File: src/rtl/core/lfpd_pkg.sv
package lfpd_pkg;

  localparam int SENSOR_COUNT = 8;

  // Register indexes of the configuration port.
  localparam logic [2:0] REG_TARGET    = 3'd0;
  localparam logic [2:0] REG_GAIN_P    = 3'd1;
  localparam logic [2:0] REG_GAIN_D    = 3'd2;
  localparam logic [2:0] REG_BASE      = 3'd3;
  localparam logic [2:0] REG_LOST_ERR  = 3'd4;
  localparam logic [2:0] REG_LOST_THR  = 3'd5;

  // Indicator codes.
  localparam logic [1:0] IND_CENTRED  = 2'd0;
  localparam logic [1:0] IND_LOST_POS = 2'd1;
  localparam logic [1:0] IND_LOST_NEG = 2'd2;

  // Request to the serial divider: magnitude of the weighted sum over the count.
  typedef struct packed {
    logic       start;
    logic [6:0] dividend;
    logic [3:0] divisor;
  } div_req_t;

  // Request to the serial multiply-accumulate unit.
  typedef struct packed {
    logic              start;
    logic signed [7:0] err;
    logic signed [8:0] diff;
    logic [5:0]        gain_p;
    logic [5:0]        gain_d;
  } mac_req_t;

  function automatic logic signed [6:0] sensor_weight(input logic [2:0] idx);
    logic signed [6:0] w;
    case (idx)
      3'd0:    w = -7'sd30;
      3'd1:    w = -7'sd25;
      3'd2:    w = -7'sd15;
      3'd3:    w = -7'sd5;
      3'd4:    w = 7'sd5;
      3'd5:    w = 7'sd15;
      3'd6:    w = 7'sd25;
      default: w = 7'sd30;
    endcase
    return w;
  endfunction

endpackage

File: src/rtl/core/lfpd_divider.sv
module lfpd_divider (
  input  logic              clk,
  input  logic              rst_n,
  input  lfpd_pkg::div_req_t req,
  output logic              done,
  output logic [6:0]        quotient
);
  import lfpd_pkg::*;

  logic       busy_r, busy_nxt;
  logic       done_r, done_nxt;
  logic [2:0] cnt_r, cnt_nxt;
  logic [6:0] dq_r, dq_nxt;
  logic [2:0] rem_r, rem_nxt;
  logic [3:0] div_r, div_nxt;
  logic [3:0] trial;
  logic [3:0] trial_sub;
  logic       qbit;

  // Restoring division, one quotient bit a cycle, dividend bits shifting out at the top.
  assign trial     = {rem_r, dq_r[6]};
  assign qbit      = (trial >= div_r);
  assign trial_sub = trial - div_r;

  always_comb begin
    busy_nxt = busy_r;
    done_nxt = 1'b0;
    cnt_nxt  = cnt_r;
    dq_nxt   = dq_r;
    rem_nxt  = rem_r;
    div_nxt  = div_r;
    if (req.start) begin
      busy_nxt = 1'b1;
      cnt_nxt  = 3'd6;
      dq_nxt   = req.dividend;
      rem_nxt  = 3'd0;
      div_nxt  = req.divisor;
    end else if (busy_r) begin
      dq_nxt  = {dq_r[5:0], qbit};
      rem_nxt = qbit ? trial_sub[2:0] : trial[2:0];
      cnt_nxt = cnt_r - 3'd1;
      if (cnt_r == 3'd0) begin
        busy_nxt = 1'b0;
        done_nxt = 1'b1;
      end
    end
  end

  always_ff @(posedge clk) begin
    if (!rst_n) begin
      busy_r <= 1'b0;
      done_r <= 1'b0;
      cnt_r  <= 3'd0;
    end else begin
      busy_r <= busy_nxt;
      done_r <= done_nxt;
      cnt_r  <= cnt_nxt;
    end
    dq_r  <= dq_nxt;
    rem_r <= rem_nxt;
    div_r <= div_nxt;
  end

  assign done     = done_r;
  assign quotient = dq_r;

endmodule

File: src/rtl/core/lfpd_mac.sv
module lfpd_mac (
  input  logic                clk,
  input  logic                rst_n,
  input  lfpd_pkg::mac_req_t  req,
  output logic                done,
  output logic signed [15:0]  acc
);
  import lfpd_pkg::*;

  logic               busy_r, busy_nxt;
  logic               done_r, done_nxt;
  logic [2:0]         cnt_r, cnt_nxt;
  logic signed [15:0] a_r, a_nxt;
  logic signed [15:0] b_r, b_nxt;
  logic [5:0]         gp_r, gp_nxt;
  logic [5:0]         gd_r, gd_nxt;
  logic signed [15:0] acc_r, acc_nxt;
  logic signed [15:0] term_a, term_b;

  // One bit of each gain a cycle, least significant first; operands double each step.
  assign term_a = gp_r[0] ? a_r : 16'sd0;
  assign term_b = gd_r[0] ? b_r : 16'sd0;

  always_comb begin
    busy_nxt = busy_r;
    done_nxt = 1'b0;
    cnt_nxt  = cnt_r;
    a_nxt    = a_r;
    b_nxt    = b_r;
    gp_nxt   = gp_r;
    gd_nxt   = gd_r;
    acc_nxt  = acc_r;
    if (req.start) begin
      busy_nxt = 1'b1;
      cnt_nxt  = 3'd5;
      a_nxt    = 16'(req.err);
      b_nxt    = 16'(req.diff);
      gp_nxt   = req.gain_p;
      gd_nxt   = req.gain_d;
      acc_nxt  = 16'sd0;
    end else if (busy_r) begin
      acc_nxt = acc_r + term_a + term_b;
      a_nxt   = a_r <<< 1;
      b_nxt   = b_r <<< 1;
      gp_nxt  = gp_r >> 1;
      gd_nxt  = gd_r >> 1;
      cnt_nxt = cnt_r - 3'd1;
      if (cnt_r == 3'd0) begin
        busy_nxt = 1'b0;
        done_nxt = 1'b1;
      end
    end
  end

  always_ff @(posedge clk) begin
    if (!rst_n) begin
      busy_r <= 1'b0;
      done_r <= 1'b0;
      cnt_r  <= 3'd0;
    end else begin
      busy_r <= busy_nxt;
      done_r <= done_nxt;
      cnt_r  <= cnt_nxt;
    end
    a_r   <= a_nxt;
    b_r   <= b_nxt;
    gp_r  <= gp_nxt;
    gd_r  <= gd_nxt;
    acc_r <= acc_nxt;
  end

  assign done = done_r;
  assign acc  = acc_r;

endmodule

File: src/rtl/core/line_follower_pd_steering.sv
// Channel  Direction  Handshake                Payload
// in_      slave      in_tvalid / in_tready    tdata[7:0] sensor_bits
// out_     master     out_tvalid / out_tready  tdata left, right, error; tuser indicator
// cfg_     slave      cfg_valid / cfg_ready    cfg_index register, cfg_data value
//
// An item passes through the serial divider, which produces one quotient bit a cycle,
// and the serial multiply-accumulate unit, which consumes one bit of each gain a cycle,
// with sequencing states between and around them.
// When no sensor sees the line the divider is skipped.
// Reset is synchronous and active low; it restores the register defaults and clears the
// remembered error. A stalled result sits in the output register; the next item is taken
// meanwhile and waits at its final step until that register is free.
module line_follower_pd_steering (
  input  logic        clk,
  input  logic        rst_n,
  input  logic        in_tvalid,
  output logic        in_tready,
  input  logic [7:0]  in_tdata,   // [7:0] sensor_bits
  output logic        out_tvalid,
  input  logic        out_tready,
  output logic [23:0] out_tdata,  // [7:0] left_drive, [15:8] right_drive, [23:16] error_value
  output logic [1:0]  out_tuser,  // [1:0] indicator
  input  logic        cfg_valid,
  output logic        cfg_ready,
  input  logic [2:0]  cfg_index,
  input  logic [7:0]  cfg_data
);
  import lfpd_pkg::*;

  localparam logic [2:0] S_IDLE = 3'd0;
  localparam logic [2:0] S_DIV  = 3'd1;
  localparam logic [2:0] S_ERR  = 3'd2;
  localparam logic [2:0] S_MAC  = 3'd3;
  localparam logic [2:0] S_DONE = 3'd4;

  // Configuration registers.
  logic signed [5:0] target_r;
  logic [5:0]        gain_p_r;
  logic [5:0]        gain_d_r;
  logic [7:0]        base_r;
  logic [5:0]        lost_err_r;
  logic [5:0]        lost_thr_r;

  logic [2:0]        state_r, state_nxt;
  logic signed [7:0] prev_r;
  logic signed [7:0] err_r, err_nxt;
  logic              neg_r;
  logic              lost_r;
  logic signed [7:0] lost_val_r;

  logic              out_valid_r;
  logic [23:0]       out_data_r;
  logic [1:0]        out_user_r;

  // Weighted sum and count of the active sensors, formed as the item is accepted.
  logic signed [7:0] wsum;
  logic [3:0]        wcount;
  logic [6:0]        wmag;
  logic              accept;

  always_comb begin
    wsum   = 8'sd0;
    wcount = 4'd0;
    for (int i = 0; i < SENSOR_COUNT; i++) begin
      if (in_tdata[i]) begin
        wsum   = wsum + 8'(sensor_weight(3'(i)));
        wcount = wcount + 4'd1;
      end
    end
  end

  assign wmag   = wsum[7] ? 7'(-wsum) : wsum[6:0];
  assign accept = in_tvalid && in_tready;

  // With the line lost the remembered error picks the side; the negative test comes first.
  logic signed [8:0] prev_ext, thr_ext;
  logic signed [7:0] lost_pick;
  assign prev_ext = 9'(prev_r);
  assign thr_ext  = $signed({3'b000, lost_thr_r});

  always_comb begin
    if (prev_ext <= -thr_ext) begin
      lost_pick = -$signed({2'b00, lost_err_r});
    end else if (prev_ext >= thr_ext) begin
      lost_pick = $signed({2'b00, lost_err_r});
    end else begin
      lost_pick = 8'sd0;
    end
  end

  div_req_t   div_req;
  logic       div_done;
  logic [6:0] div_q;

  assign div_req.start    = accept && (wcount != 4'd0);
  assign div_req.dividend = wmag;
  assign div_req.divisor  = wcount;

  lfpd_divider u_div (
    .clk      (clk),
    .rst_n    (rst_n),
    .req      (div_req),
    .done     (div_done),
    .quotient (div_q)
  );

  // Error: signed quotient plus the set point, saturated to eight bits; with the line lost, the picked lost value.
  logic signed [9:0] err_wide;
  assign err_wide = 10'(target_r) + (neg_r ? -$signed({3'b000, div_q}) : $signed({3'b000, div_q}));

  always_comb begin
    if (lost_r) begin
      err_nxt = lost_val_r;
    end else if (err_wide > 10'sd127) begin
      err_nxt = 8'sd127;
    end else if (err_wide < -10'sd128) begin
      err_nxt = -8'sd128;
    end else begin
      err_nxt = err_wide[7:0];
    end
  end

  mac_req_t           mac_req;
  logic               mac_done;
  logic signed [15:0] corr;

  assign mac_req.start  = (state_r == S_ERR);
  assign mac_req.err    = err_nxt;
  assign mac_req.diff   = 9'(err_nxt) - 9'(prev_r);
  assign mac_req.gain_p = gain_p_r;
  assign mac_req.gain_d = gain_d_r;

  lfpd_mac u_mac (
    .clk   (clk),
    .rst_n (rst_n),
    .req   (mac_req),
    .done  (mac_done),
    .acc   (corr)
  );

  // Drives: the correction slows one motor, clamped at zero.
  logic signed [16:0] base_ext, right_sum, left_sum;
  logic [7:0]         left_drv, right_drv;
  logic [1:0]         ind;
  logic signed [8:0]  lost_ext;

  assign base_ext  = $signed({9'b0, base_r});
  assign right_sum = base_ext + 17'(corr);
  assign left_sum  = base_ext - 17'(corr);
  assign lost_ext  = $signed({3'b000, lost_err_r});

  always_comb begin
    left_drv  = base_r;
    right_drv = base_r;
    if (corr < 0) begin
      right_drv = right_sum[16] ? 8'd0 : right_sum[7:0];
    end else if (corr > 0) begin
      left_drv = left_sum[16] ? 8'd0 : left_sum[7:0];
    end
    if (9'(err_r) == lost_ext) begin
      ind = IND_LOST_POS;
    end else if (9'(err_r) == -lost_ext) begin
      ind = IND_LOST_NEG;
    end else begin
      ind = IND_CENTRED;
    end
  end

  logic out_free;
  assign out_free = !out_valid_r || out_tready;

  always_comb begin
    state_nxt = state_r;
    unique case (state_r)
      S_IDLE: begin
        if (accept) begin
          state_nxt = (wcount != 4'd0) ? S_DIV : S_ERR;
        end
      end
      S_DIV: begin
        if (div_done) begin
          state_nxt = S_ERR;
        end
      end
      S_ERR:  state_nxt = S_MAC;
      S_MAC: begin
        if (mac_done) begin
          state_nxt = S_DONE;
        end
      end
      S_DONE: begin
        if (out_free) begin
          state_nxt = S_IDLE;
        end
      end
      default: state_nxt = S_IDLE;
    endcase
  end

  always_ff @(posedge clk) begin
    if (!rst_n) begin
      state_r     <= S_IDLE;
      prev_r      <= 8'sd0;
      out_valid_r <= 1'b0;
      target_r    <= 6'sd0;
      gain_p_r    <= 6'd5;
      gain_d_r    <= 6'd15;
      base_r      <= 8'd255;
      lost_err_r  <= 6'd40;
      lost_thr_r  <= 6'd5;
    end else begin
      state_r <= state_nxt;
      if (cfg_valid) begin
        case (cfg_index)
          REG_TARGET:   target_r   <= $signed(cfg_data[5:0]);
          REG_GAIN_P:   gain_p_r   <= cfg_data[5:0];
          REG_GAIN_D:   gain_d_r   <= cfg_data[5:0];
          REG_BASE:     base_r     <= cfg_data;
          REG_LOST_ERR: lost_err_r <= cfg_data[5:0];
          REG_LOST_THR: lost_thr_r <= cfg_data[5:0];
          default: ;
        endcase
      end
      if (state_r == S_DONE && out_free) begin
        out_valid_r <= 1'b1;
        if (err_r != 8'sd0) begin
          prev_r <= err_r;
        end
      end else if (out_tready) begin
        out_valid_r <= 1'b0;
      end
    end
    if (accept) begin
      neg_r      <= wsum[7];
      lost_r     <= (wcount == 4'd0);
      lost_val_r <= lost_pick;
    end
    if (state_r == S_ERR) begin
      err_r <= err_nxt;
    end
    if (state_r == S_DONE && out_free) begin
      out_data_r <= {err_r, right_drv, left_drv};
      out_user_r <= ind;
    end
  end

  assign in_tready  = (state_r == S_IDLE);
  assign out_tvalid = out_valid_r;
  assign out_tdata  = out_data_r;
  assign out_tuser  = out_user_r;
  assign cfg_ready  = 1'b1;

endmodule

File: config.mk
export PLATFORM = sky130hd
export DESIGN_NAME = line_follower_pd_steering
export DESIGN_NICKNAME = d
export VERILOG_FILES = /design/src/rtl/core/lfpd_pkg.sv /design/src/rtl/core/lfpd_divider.sv /design/src/rtl/core/lfpd_mac.sv /design/src/rtl/core/line_follower_pd_steering.sv
export SDC_FILE = /design/constraint.sdc
export NUM_CORES = 1
export LEC_CHECK = 0
export BUFFER_PORTS_ARGS = -buffer_cell sky130_fd_sc_hd__clkbuf_2
export CAP_MARGIN = 10
export CELL_PAD_IN_SITES_DETAIL_PLACEMENT = 1
export CELL_PAD_IN_SITES_GLOBAL_PLACEMENT = 2
export CORE_MARGIN = 2
export CORE_UTILIZATION = 43
export DETAILED_ROUTE_END_ITERATION = 6
export GPL_TIMING_DRIVEN = 0
export HOLD_SLACK_MARGIN = 0.05
export PLACE_DENSITY = 0.95
export SLEW_MARGIN = 0
export SYNTH_ARGS = -nofsm -noshare
export SYNTH_HDL_FRONTEND = slang
export SYNTH_SLANG_ARGS = --single-unit
File: constraint.sdc
create_clock -name clk -period 9.6 [get_ports clk]
set_clock_uncertainty 0.15 [all_clocks]
set_input_delay 0.96 -clock clk [delete_from_list [all_inputs] [get_ports clk]]
set_output_delay 0.96 -clock clk [all_outputs]
set_load 0.005 [all_outputs]
Yosys cells after proc, flatten, opt, wreduce, memory -nomap -nowiden
Index checks and enable logic that the tools add are counted.
{"block": "totals", "wordCells": 180, "out_inout_bits": 29, "input_bits": 24, "register_bits": 178}
{"block": "op_classes", "eq_ne": 15, "n_addsub": 28, "n_bitwise": 3, "n_mux": 69, "n_lt_le_gt_ge": 7, "n_reduce_logical": 27}
{"operator": "2-to-1 mux 8 bit", "n": 17}
{"operator": "2-to-1 mux 16 bit", "n": 6}
{"operator": "2-to-1 mux 7 bit", "n": 10}
{"operator": "adder 8 x 7 -> 8 bit", "n": 7}
{"operator": "adder 16 bit", "n": 2}
{"operator": "2-to-1 mux 6 bit", "n": 5}
{"operator": "adder 4 x 1 -> 4 bit, second input constant", "n": 7}
{"operator": "2-to-1 mux 4 bit", "n": 7}
{"operator": "2-to-1 mux 3 bit", "n": 9}
{"operator": "negation 6 -> 9 bit", "n": 2}
{"operator": "adder 9 x 16 -> 17 bit", "n": 1}
{"operator": "subtractor 9 x 16 -> 17 bit", "n": 1}
{"operator": "greater-than comparator 16 x 1 -> 1 bit, second input constant", "n": 1}
{"operator": "less-than comparator 16 x 1 -> 1 bit, second input constant", "n": 1}
{"operator": "case mux 3 bit (5 select lines)", "n": 1}
{"operator": "AND reduction 2 bit", "n": 7}
{"operator": "== test 3 x 2 -> 1 bit, second input constant", "n": 4}
{"operator": "zero test 3 bit", "n": 4}
{"operator": "2-to-1 mux 1 bit", "n": 11}
{"operator": "adder 6 x 10 -> 10 bit", "n": 1}
{"operator": "greater-than comparator 10 x 8 -> 1 bit, second input constant", "n": 1}
{"operator": "less-than comparator 10 x 8 -> 1 bit, second input constant", "n": 1}
{"operator": "2-to-1 mux 10 bit", "n": 1}
{"operator": "negation 7 -> 10 bit", "n": 1}
{"operator": "26 further kinds", "n": 41}

Depth between registers and ports, before layout
Gate-level depths: netlist of run 1.
{"block": "logic_depth", "depth_word": 19, "mapped_depth": 28, "depth_no_buf": 27}

Hierarchy
From an unflattened synthesis of run 1, not the netlist that was laid out.
{"block": "unflattened", "hier_cells": 1335, "area_unflattened_um2": 12654.6}
{"module": "line_follower_pd_steering", "cells_each": 907, "n_inst": 1, "seq_area_each_um2": 2322.2, "area_per_inst_um2": 7845.0}
{"module": "lfpd_mac", "cells_each": 354, "n_inst": 1, "seq_area_each_um2": 1741.7, "area_per_inst_um2": 3887.5}
{"module": "lfpd_divider", "cells_each": 74, "n_inst": 1, "seq_area_each_um2": 490.5, "area_per_inst_um2": 922.1}

Worst setup path after synthesis of run 1
Ideal clock, no wire load.
{"block": "synth_timing", "kind": "input to register", "startpoint": "in in_tdata[1]", "endpoint": "reg u_div.dq_r[2], in the netlist u_div.quotient[2], data pin", "required_ns": 9.188, "t_arrival_ns": 5.855, "setup_time_ns": 0.262, "stages": 28, "slack_ns": 3.333, "path_buffers": 2, "cell_sequence": "buf_2 -> inv_1 -> ha_1 -> buf_2 -> a21boi_0 -> nor2_1 -> ha_1 -> nand2_1 -> o31a_1 -> ha_1 -> mux2i_1 -> ha_1 -> mux2_2 -> inv_1 -> ha_1 -> nand2_1 -> xnor2_1 -> inv_1 -> ha_1 -> inv_1 -> nor2_1 -> o211ai_1 -> mux2i_1 -> or2_2 -> o21a_1 -> a2111oi_1 -> xor2_1 -> mux2i_1"}
{"block": "synth_between", "elab_chain_cells": 16, "elab_cells_between_ends": 31, "cone_classes": "13 x add/sub; 16 x mux; 2 x reduce/logical"}
{"element": "start, declared", "line": "line_follower_pd_steering.sv:18", "text": "input logic [7:0] in_tdata,"}
{"element": "2-to-1 mux 8 bit / 2-to-1 mux 4 bit (equally long branches)", "line": "line_follower_pd_steering.sv:65", "text": "if (in_tdata[i]) begin"}
{"element": "adder 8 x 7 -> 8 bit / adder 4 x 1 -> 4 bit (equally long branches)", "line": "line_follower_pd_steering.sv:66, line_follower_pd_steering.sv:67"}
{"element": "2-to-1 mux 8 bit / 2-to-1 mux 4 bit (equally long branches)", "line": "line_follower_pd_steering.sv:65"}
{"element": "adder 8 x 7 -> 8 bit / adder 4 x 1 -> 4 bit (equally long branches)", "line": "line_follower_pd_steering.sv:66, line_follower_pd_steering.sv:67"}
{"element": "2-to-1 mux 8 bit / 2-to-1 mux 4 bit (equally long branches)", "line": "line_follower_pd_steering.sv:65"}
{"element": "adder 8 x 7 -> 8 bit / adder 4 x 1 -> 4 bit (equally long branches)", "line": "line_follower_pd_steering.sv:66, line_follower_pd_steering.sv:67"}
{"element": "2-to-1 mux 8 bit / 2-to-1 mux 4 bit (equally long branches)", "line": "line_follower_pd_steering.sv:65"}
{"element": "adder 8 x 7 -> 8 bit / adder 4 x 1 -> 4 bit (equally long branches)", "line": "line_follower_pd_steering.sv:66, line_follower_pd_steering.sv:67"}
{"element": "2-to-1 mux 8 bit / 2-to-1 mux 4 bit (equally long branches)", "line": "line_follower_pd_steering.sv:65"}
{"element": "adder 8 x 7 -> 8 bit / adder 4 x 1 -> 4 bit (equally long branches)", "line": "line_follower_pd_steering.sv:66, line_follower_pd_steering.sv:67"}
{"element": "2-to-1 mux 8 bit / 2-to-1 mux 4 bit (equally long branches)", "line": "line_follower_pd_steering.sv:65"}
{"element": "adder 8 x 7 -> 8 bit / adder 4 x 1 -> 4 bit (equally long branches)", "line": "line_follower_pd_steering.sv:66, line_follower_pd_steering.sv:67"}
{"element": "2-to-1 mux 8 bit / 2-to-1 mux 4 bit (equally long branches)", "line": "line_follower_pd_steering.sv:65"}
{"element": "negation 7 bit / nonzero test 4 bit (equally long branches)", "line": "line_follower_pd_steering.sv:72, line_follower_pd_steering.sv:95"}
{"element": "2-to-1 mux 7 bit / logical AND 1 bit (equally long branches)", "line": "line_follower_pd_steering.sv:72, line_follower_pd_steering.sv:95"}
{"element": "2-to-1 mux 7 bit (*)", "line": "lfpd_divider.sv:32", "text": "if (req.start) begin"}
{"element": "net u_div.dq_nxt[2]", "line": "lfpd_divider.sv:13", "text": "logic [6:0] dq_r, dq_nxt;"}
{"element": "end signal, assigned", "line": "lfpd_divider.sv:59", "text": "dq_r <= dq_nxt;"}
{"element": "end, declared", "line": "lfpd_divider.sv:13"}
The timed path passes the listed nets; every way through them passes the cells marked *.
A chain may end at the register's enable or synchronous reset.

Worst setup path in the final report of run 1
{"block": "layout_timing", "startpoint": "in in_tdata[1]", "endpoint": "reg u_div.dq_r[1], in the netlist u_div.quotient[1], data pin"}
{"block": "layout_between", "elab_cells_between_ends": 31, "cone_classes": "13 x add/sub; 16 x mux; 2 x reduce/logical"}
{"element": "2-to-1 mux 8 bit (*)", "line": "line_follower_pd_steering.sv:65"}
{"element": "adder 8 x 7 -> 8 bit", "line": "line_follower_pd_steering.sv:66", "text": "wsum = wsum + 8'(sensor_weight(3'(i)));"}
{"element": "2-to-1 mux 8 bit (*)", "line": "line_follower_pd_steering.sv:65"}
{"element": "adder 8 x 7 -> 8 bit", "line": "line_follower_pd_steering.sv:66"}
{"element": "2-to-1 mux 8 bit (*)", "line": "line_follower_pd_steering.sv:65"}
{"element": "adder 8 x 7 -> 8 bit", "line": "line_follower_pd_steering.sv:66"}
{"element": "2-to-1 mux 8 bit (*)", "line": "line_follower_pd_steering.sv:65"}
{"element": "adder 8 x 7 -> 8 bit", "line": "line_follower_pd_steering.sv:66"}
{"element": "2-to-1 mux 8 bit (*)", "line": "line_follower_pd_steering.sv:65"}
{"element": "adder 8 x 7 -> 8 bit", "line": "line_follower_pd_steering.sv:66"}
{"element": "2-to-1 mux 8 bit (*)", "line": "line_follower_pd_steering.sv:65"}
{"element": "adder 8 x 7 -> 8 bit", "line": "line_follower_pd_steering.sv:66"}
{"element": "2-to-1 mux 8 bit (*)", "line": "line_follower_pd_steering.sv:65"}
{"element": "net wsum[7]", "line": "line_follower_pd_steering.sv:56", "text": "logic signed [7:0] wsum;"}
{"element": "2-to-1 mux 7 bit (*)", "line": "line_follower_pd_steering.sv:72", "text": "assign wmag = wsum[7] ? 7'(-wsum) : wsum[6:0];"}
{"element": "2-to-1 mux 7 bit (*)", "line": "lfpd_divider.sv:32"}
{"element": "net u_div.dq_nxt[1]", "line": "lfpd_divider.sv:13"}
Marks and branches as above.

==> results by group, run 1 <==
Placed design
  – Inst Count DP: 1835
  – PortBufs: 46
  – Routability Congestion: 0.850
  – Cell area after placement: 13300 um2
  – Post-DP HPWL: 26500 um
  – Worst slack, placed: 2.15 ns

Global route
  – Remaining Overflow, GRT: 0
  – Global-route wire length before repair: 54600 um
  – Initial antenna violation count: 0
  – Pin count of the biggest net entering global routing: 25
  – Total track usage: 22.5%
  – Vias in the first global route: 10600

Pwr
  – Cell Pwr Density: 235 nW/um2
  – Maximum VDD drop: 0.152 mV
  – Internal: 1.92 mW
  – Comb power frac: 46.2%
  – Final Power: 3.25 mW
  – Leakage power: 5.73 nW
  – Sw power: 1.33 mW
  – Seq pwr share: 33.4%
  – Power share of the clock group: 20.4%
  – Switching portion of total power: 40.8%

Clock network
  – CTS root buf: clkbuf_16
  – Resized cells post-CTS: 0
  – Sink Count: 178
  – Post-CTS Setup Repair Bufs: 0
  – Bufs on Longest Clock Path: 2
  – CTS buffer count: 17
  – Clk pin slew, worst setup/hold paths: 0.07 ns
  – Post-CTS Hold Buffers: 0
  – TritonCTS clock tree: done
  – Clock latency on the worst-skew pair: 0.46 ns
  – # H-tree levels: 4

Synth
  – Commonest cells in the netlist: 212 x nand2_1, 135 x inv_1, 99 x edfxtp_1, 88 x ha_1, 82 x nor2_1
  – Share of the synthesized area in the top cell type: 23.8%
  – Register area share after synthesis: 36.4%
  – Top post-synthesis cells by area: edfxtp_1 24%, dfxtp_1 13%, ha_1 8.8%, nand2_1 6.4%, xnor2_1 4.4%
  – Synthesis warning total: 0
  – Mapped Cells: 1399
  – Synth area leader: edfxtp_1
  – Ys flop type: edfxtp_1
  – Count leader, synth: nand2_1
  – Post-synthesis sequential element count: 178
  – Mapped Nets: 1532
  – Mapped Avg Cell Area: 8.95 um2
  – Post-synthesis cell type count: 83
  – Post-synth EDFFs: 99
  – Post-Syn Area: 12500 um2
  – Async S/R FF share, synth: 0%

Critical path
  – Setup crit start kind: input pin
  – Critical path endpoint category: register
  – Worst path arrival time: 7.05 ns
  – Data required, critical path: 9.64 ns
  – Worst-path fanout max: 10
  – Reg2reg path depth: 27
  – Class of the most critical setup path: in -> reg
  – R2R Setup Slk: 3.60 ns

Die
  – Starting Density: 43.6%
  – DIE AREA: 30500 um2
  – Die Height: 175 um
  – Core area: 28700 um2
  – Die X: 175 um
  – Std-Cell Rows: 62
  – # IOs: 53

Cells and area
  – Post-route insts no fill: 1868
  – Final Util: 48.2%
  – Layout cell share with drive strength beyond 1: 8.69%
  – Syn-to-layout area delta: 10.5%
  – Ant diodes: 0
  – Layout fillers: 3423
  – Fin area: 13800 um2
  – Final nets: 1604

STA
  – Fmax achieved: 0.143 GHz
  – Final setup fails: 0
  – Final Cycle Share: 73.0%
  – RSZ-0062 raised after global routing: false
  – Slew Viols, Final: 0
  – Min cycle time layout: 7.01 ns
  – Final hold viol count: 0
  – Rel. slew slack: 20.8%
  – Hold WS: 0.342 ns
  – Setup TNS: 0 ns
  – Setup ws final: 2.59 ns
  – Least-Margin Pin Slew: 1.18 ns

Drt
  – Post-DRT Antenna Nets: 0
  – Routed Wire Length: 33700 um
  – DR DRC count: 0
  – Vias per cell: 5.45
  – DRT iter0 DRCs: 448
  – Router iterations before antenna repair: 4
  – Via count: 10200
  – DR WL/cell: 18.1 um

Min path
  – Min-delay worst type: reg -> reg
  – Hold Crit Depth: 2

Flow run
  – Max_cap viols: 0

Outcome
  – Status: finished clean
[critical path, stage by stage]
cell	delay, ns
clkbuf_2	0.17
buf_2	0.26
inv_1	0.07
ha_1	0.38
buf_2	0.27
a21boi_0	0.28
nor2_1	0.10
ha_1	0.35
nand2_1	0.07
o31a_1	0.14
ha_1	0.31
mux2i_1	0.09
ha_1	0.27
clkbuf_1	0.23
and4b_1	0.23
a221oi_1	0.27
o211ai_1	0.16
a311oi_1	0.47
o31ai_2	0.19
o2111ai_1	0.16
mux2i_1	0.12
or2_2	0.35
o21a_1	0.25
a211oi_4	0.49
mux2i_1	0.29
o21ai_1	0.10
[metal layers]
metal | global-route usage (%) | vias up | wire length, um
li1 | - | 4970 | -
met1 | 26.3 | 5019 | 14200
met2 | 42.3 | 138 | 17900
met3 | 2.46 | 51 | 805
met4 | 8.54 | 0 | 875
met5 | 0 | - | 0
[cells by family (layout without fill, tap and decap cells)]
kind of cell	Yosys count	count (layout)	synth area share, %
and+or+nand+nor	486	486	18.5
AOI/OAI and AO/OA	271	271	14.7
buffers and inverters	198	283	6.19
DFF	178	178	36.4
adders and majority gates	109	109	12.2
xor gates and xnor gates	98	98	7.24
muxes	58	58	4.72
other	1	1	0.0300
[area by class of cell]
class	instances	area [um2]	share of cell area (%)
Inverter	139	522	3.77
Buffer	59	253	1.83
Clock inverter	12	98.8	0.714
Clock buffer	20	437	3.16
Multi-Input combinational cell	1023	7200	52.0
Sequential cell	178	4550	32.9
Timing Repair Buffer	53	295	2.13
Tap cell	384	480	3.47
[layout by cell type, fill, tap and decap left out, types with 20 or more instances in the layout]
master,n
nand4_1,20
nand2_1,211
ha_1,88
xnor2_1,63
a21oi_1,57
xor2_1,31
clkbuf_1,47
dfxtp_1,79
inv_1,135
o21ai_0,53
a21o_1,21
clkbuf_2,46
fa_1,21
mux2i_1,52
nor3_1,20
nor2b_1,43
nor2_1,82
nand3_1,32
edfxtp_1,99
[power by group through the flow]
stage	Clock [mW]	Sequential, mW	Combinational [mW]
2_1_floorplan	0	1.06	1.15
3_3_place_gp	0	1.10	1.41
3_5_place_dp	0	1.10	1.50
4_1_cts	0.674	1.08	1.52
5_1_grt	0.700	1.10	1.70
6_report	0.663	1.08	1.50
[flip-flops by register name, indices dropped and copies added (netlist names), 4 cells and up]
name / flops
err_r: 8
out_tdata: 24
u_mac.a_r: 16
base_r: 8
u_mac.gp_r: 6
lost_val_r: 8
lost_err_r: 6
gain_p_r: 6
u_mac.gd_r: 6
u_mac.b_r: 16
u_div.div_r: 4
gain_d_r: 6
u_mac.acc: 16
target_r: 6
lost_thr_r: 6
u_div.quotient: 7
prev_r: 8
[worst paths after layout]
path | endpoint | startpoint
worst min register to register | u_mac.cnt_r[1]$_SDFFE_PP0P_ | u_mac.cnt_r[1]$_SDFFE_PP0P_
worst max-delay path | u_div.quotient[1]$_DFFE_PP_ | in_tdata[1]
worst min-delay path | u_mac.cnt_r[1]$_SDFFE_PP0P_ | u_mac.cnt_r[1]$_SDFFE_PP0P_
worst max register to register | u_mac.b_r[9]$_DFFE_PP_ | u_div.quotient[0]$_DFFE_PP_
No activity file was read; power rests on OpenSTA's default activity.
==> inputs of run 2 (changes only) <==
- CORE_UTILIZATION: 43 -> 36
- PLACE_DENSITY: 0.95 -> 0.89
- clock period: 9.6 -> 6.1 ns (I/O delays scaled with it)
==> results by group, run 2 (synthesized netlist as in run 1, its figures left out) <==
Die
  – Starting Density: 36.4% (-7.2 points)
  – DIE AREA: 36300 um2 (+19%)
  – Core area: 34400 um2 (+20%)
  – Die Height: 190 um (+9.1%)
  – Die X: 190 um (+9.1%)
  – # IOs: 53 (unchanged)
  – Std-Cell Rows: 68 (+9.7%)

Global route
  – Pin count of the biggest net entering global routing: 37 (+48%)
  – Vias in the first global route: 10400 (-2.0%)
  – Total track usage: 18.6% (-3.9 points)
  – Global-route wire length before repair: 53400 um (-2.2%)
  – Remaining Overflow, GRT: 0 (unchanged)
  – Initial antenna violation count: 0 (unchanged)

Critical path
  – Worst R2R End: u_mac.b_r[8]$_DFFE_PP_
  – Class of the most critical setup path: in -> reg
  – Worst path arrival time: 5.82 ns (-1.23 ns)
  – R2R Setup Slk: 0.37 ns (-3.23 ns)
  – Worst path slowest cell: or2_2
  – CP delay by family, top: adder cells
  – Data required, critical path: 6.16 ns (-3.48 ns)
  – Critical path endpoint category: register
  – Crit-path most repeated cell: ha_1
  – Reg2reg path depth: 27 (unchanged)
  – Worst-path fanout max: 10 (unchanged)
  – Critical path buffers and inverters: 8 (+3)
  – CP Launch Point: in_tdata[1]
  – Critical path's largest stage delay: 0.35 ns (-0.14 ns)
  – FF-to-FF Start: u_div.quotient[0]$_DFFE_PP_
  – Setup crit start kind: input pin

Pwr
  – Leakage power: 5.83 nW (+1.8%)
  – Maximum VDD drop: 0.222 mV (+46%)
  – Sw power: 2.13 mW (+60%)
  – Seq pwr share: 32.3% (-1.1 points)
  – Power share of the clock group: 21.9% (+1.5 points)
  – Final Power: 5.27 mW (+62%)
  – Internal: 3.15 mW (+64%)
  – Switching portion of total power: 40.3% (-0.49 points)
  – Cell Pwr Density: 371 nW/um2 (+58%)
  – Comb power frac: 45.8% (-0.4 points)

Outcome
  – Status: finished clean

Drt
  – Post-DRT Antenna Nets: 0 (unchanged)
  – Router iterations before antenna repair: 4 (unchanged)
  – DRT iter0 DRCs: 479 (+6.9%)
  – Vias per cell: 5.18 (-5.0%)
  – DR DRC count: 0 (unchanged)
  – DR WL/cell: 17.0 um (-5.8%)
  – Via count: 10100 (-1.2%)
  – Routed Wire Length: 33000 um (-2.0%)

STA
  – Final hold viol count: 0 (unchanged)
  – Slew Viols, Final: 0 (unchanged)
  – Fmax achieved: 0.174 GHz
  – RSZ-0062 raised after global routing: true
  – Least-Margin Pin Slew: 1.29 ns (+0.103 ns)
  – Rel. slew slack: 13.5% (-7.3 points)
  – Min cycle time layout: 5.76 ns
  – Final setup fails: 0 (unchanged)
  – Final Cycle Share: 94.5%

Min path
  – Hold Path End: base_r[6]$_SDFFE_PN1P_
  – Worst hold start: cfg_data[6]
  – Min-delay worst type: in -> reg
  – Hold Crit Depth: 3 (+1)

Cells and area
  – Ant diodes: 0 (unchanged)
  – Most common cell after layout, fill and taps aside: nand2_1
  – Max reg flops: 24 (unchanged)
  – Layout cell share with drive strength beyond 1: 10.7% (+2.0 points)
  – Most frequent cells in the layout: 210 x nand2_1, 134 x inv_1, 99 x edfxtp_1
  – Final nets: 1607 (+0.19%)
  – Syn-to-layout area delta: 13.5%
  – Final Util: 41.3% (-6.9 points)

Placed design
  – Routability Congestion: 0.822 (-3.3%)
  – PortBufs: 46 (unchanged)
  – Post-DP HPWL: 25900 um (-2.3%)

Clock network
  – CTS root buf: clkbuf_16
  – Clk pin slew, worst setup/hold paths: 0.08 ns (about the same)
  – CTS buffer count: 17 (unchanged)
  – # H-tree levels: 4 (unchanged)
  – TritonCTS clock tree: done
  – Clock latency on the worst-skew pair: 0.45 ns (about the same)
  – Bufs on Longest Clock Path: 2 (unchanged)
  – Post-CTS Hold Buffers: 0 (unchanged)
  – Sink Count: 178 (unchanged)

Flow run
  – Max_cap viols: 0 (unchanged)
==> run 2: changes by cell type in the layout (fill, tap and decap cells not counted), moves of 2 or more <==
cell	previous run	this run
clkbuf_1	47	42
buf_4	8	11
clkbuf_16	17	20
ha_1	88	85
buf_8	0	2
clkinv_2	2	0
clkinv_8	0	2
ha_4	0	2
inv_4	0	2
o21ai_2	0	2
xnor2_1	63	61
xnor2_2	0	2
==> run 2: layer usage <==
layer,global-route usage (%),share of wire [%]
met5,0,0
met4,5.87,1.9
met3,2.30,1.5
met2,35.0,52
met1,21.8,44
==> run 2: worst max path at each step <==
stage,to,slack [ns],cells past startpoint
floorplan,u_div.quotient[2]$_DFFE_PP_,0.18,28
global placement,prev_r[7]$_SDFFE_PN0P_,-2.00,6
detailed placement,u_div.quotient[1]$_DFFE_PP_,-0.97,26
CTS,u_mac.b_r[8]$_DFFE_PP_,0.0004,27
global route,u_div.quotient[6]$_DFFE_PP_,-0.03,30
finish,u_div.quotient[3]$_DFFE_PP_,0.34,30
==> run 2: tightest hold or removal path, stage by stage <==
cell	delay (ns)
clkbuf_2	0.08
nand2_1	0.04
o211ai_1	0.08
==> run 2: what timing repair did <==
| action | CTS | global route |
|---|---|---|
| pin swaps | 1 | 5 |
| setup endpoints to repair | 15 | 36 |
| resized for setup | 8 | 32 |
| setup buffers | 1 | 3 |
==> run 2: power by group through the flow <==
stage	Clock, mW	Sequential [mW]	Combinational (mW)
6_report	1.16	1.70	2.42
5_1_grt	1.22	1.73	2.75
4_1_cts	1.17	1.70	2.38
3_5_place_dp	0	1.73	2.35
3_3_place_gp	0	1.73	2.24
2_1_floorplan	0	1.67	1.81
==> run 2: per-stage QoR <==
step / instances / hold slack (ns) / cell area, um2 / worst slack (ns) / TNS [ns]
after floorplan: 1399 / 0.284 / 12500 / 0.183 / 0
after global placement: 1900 / 0.303 / 13300 / -2.00 / -39.42
after detailed placement: 1906 / 0.309 / 13400 / -0.970 / -15.50
after CTS: 1939 / 0.239 / 14000 / 0.000405 / 0
after global routing: 1942 / 0.271 / 14200 / -0.0293 / -0.235
final: 1942 / 0.254 / 14200 / 0.339 / 0
==> run 2: area by class of cell <==
type                       instances  area, um2
clock buffer                      20        500
clock inverter                    12        121
timing repair buffer              57        329
inverter                         139        522
tap                              455        569
sequential                       178       4550
buffer                            58        270
multi-input combinational       1023       7350
fill                            4043      20200
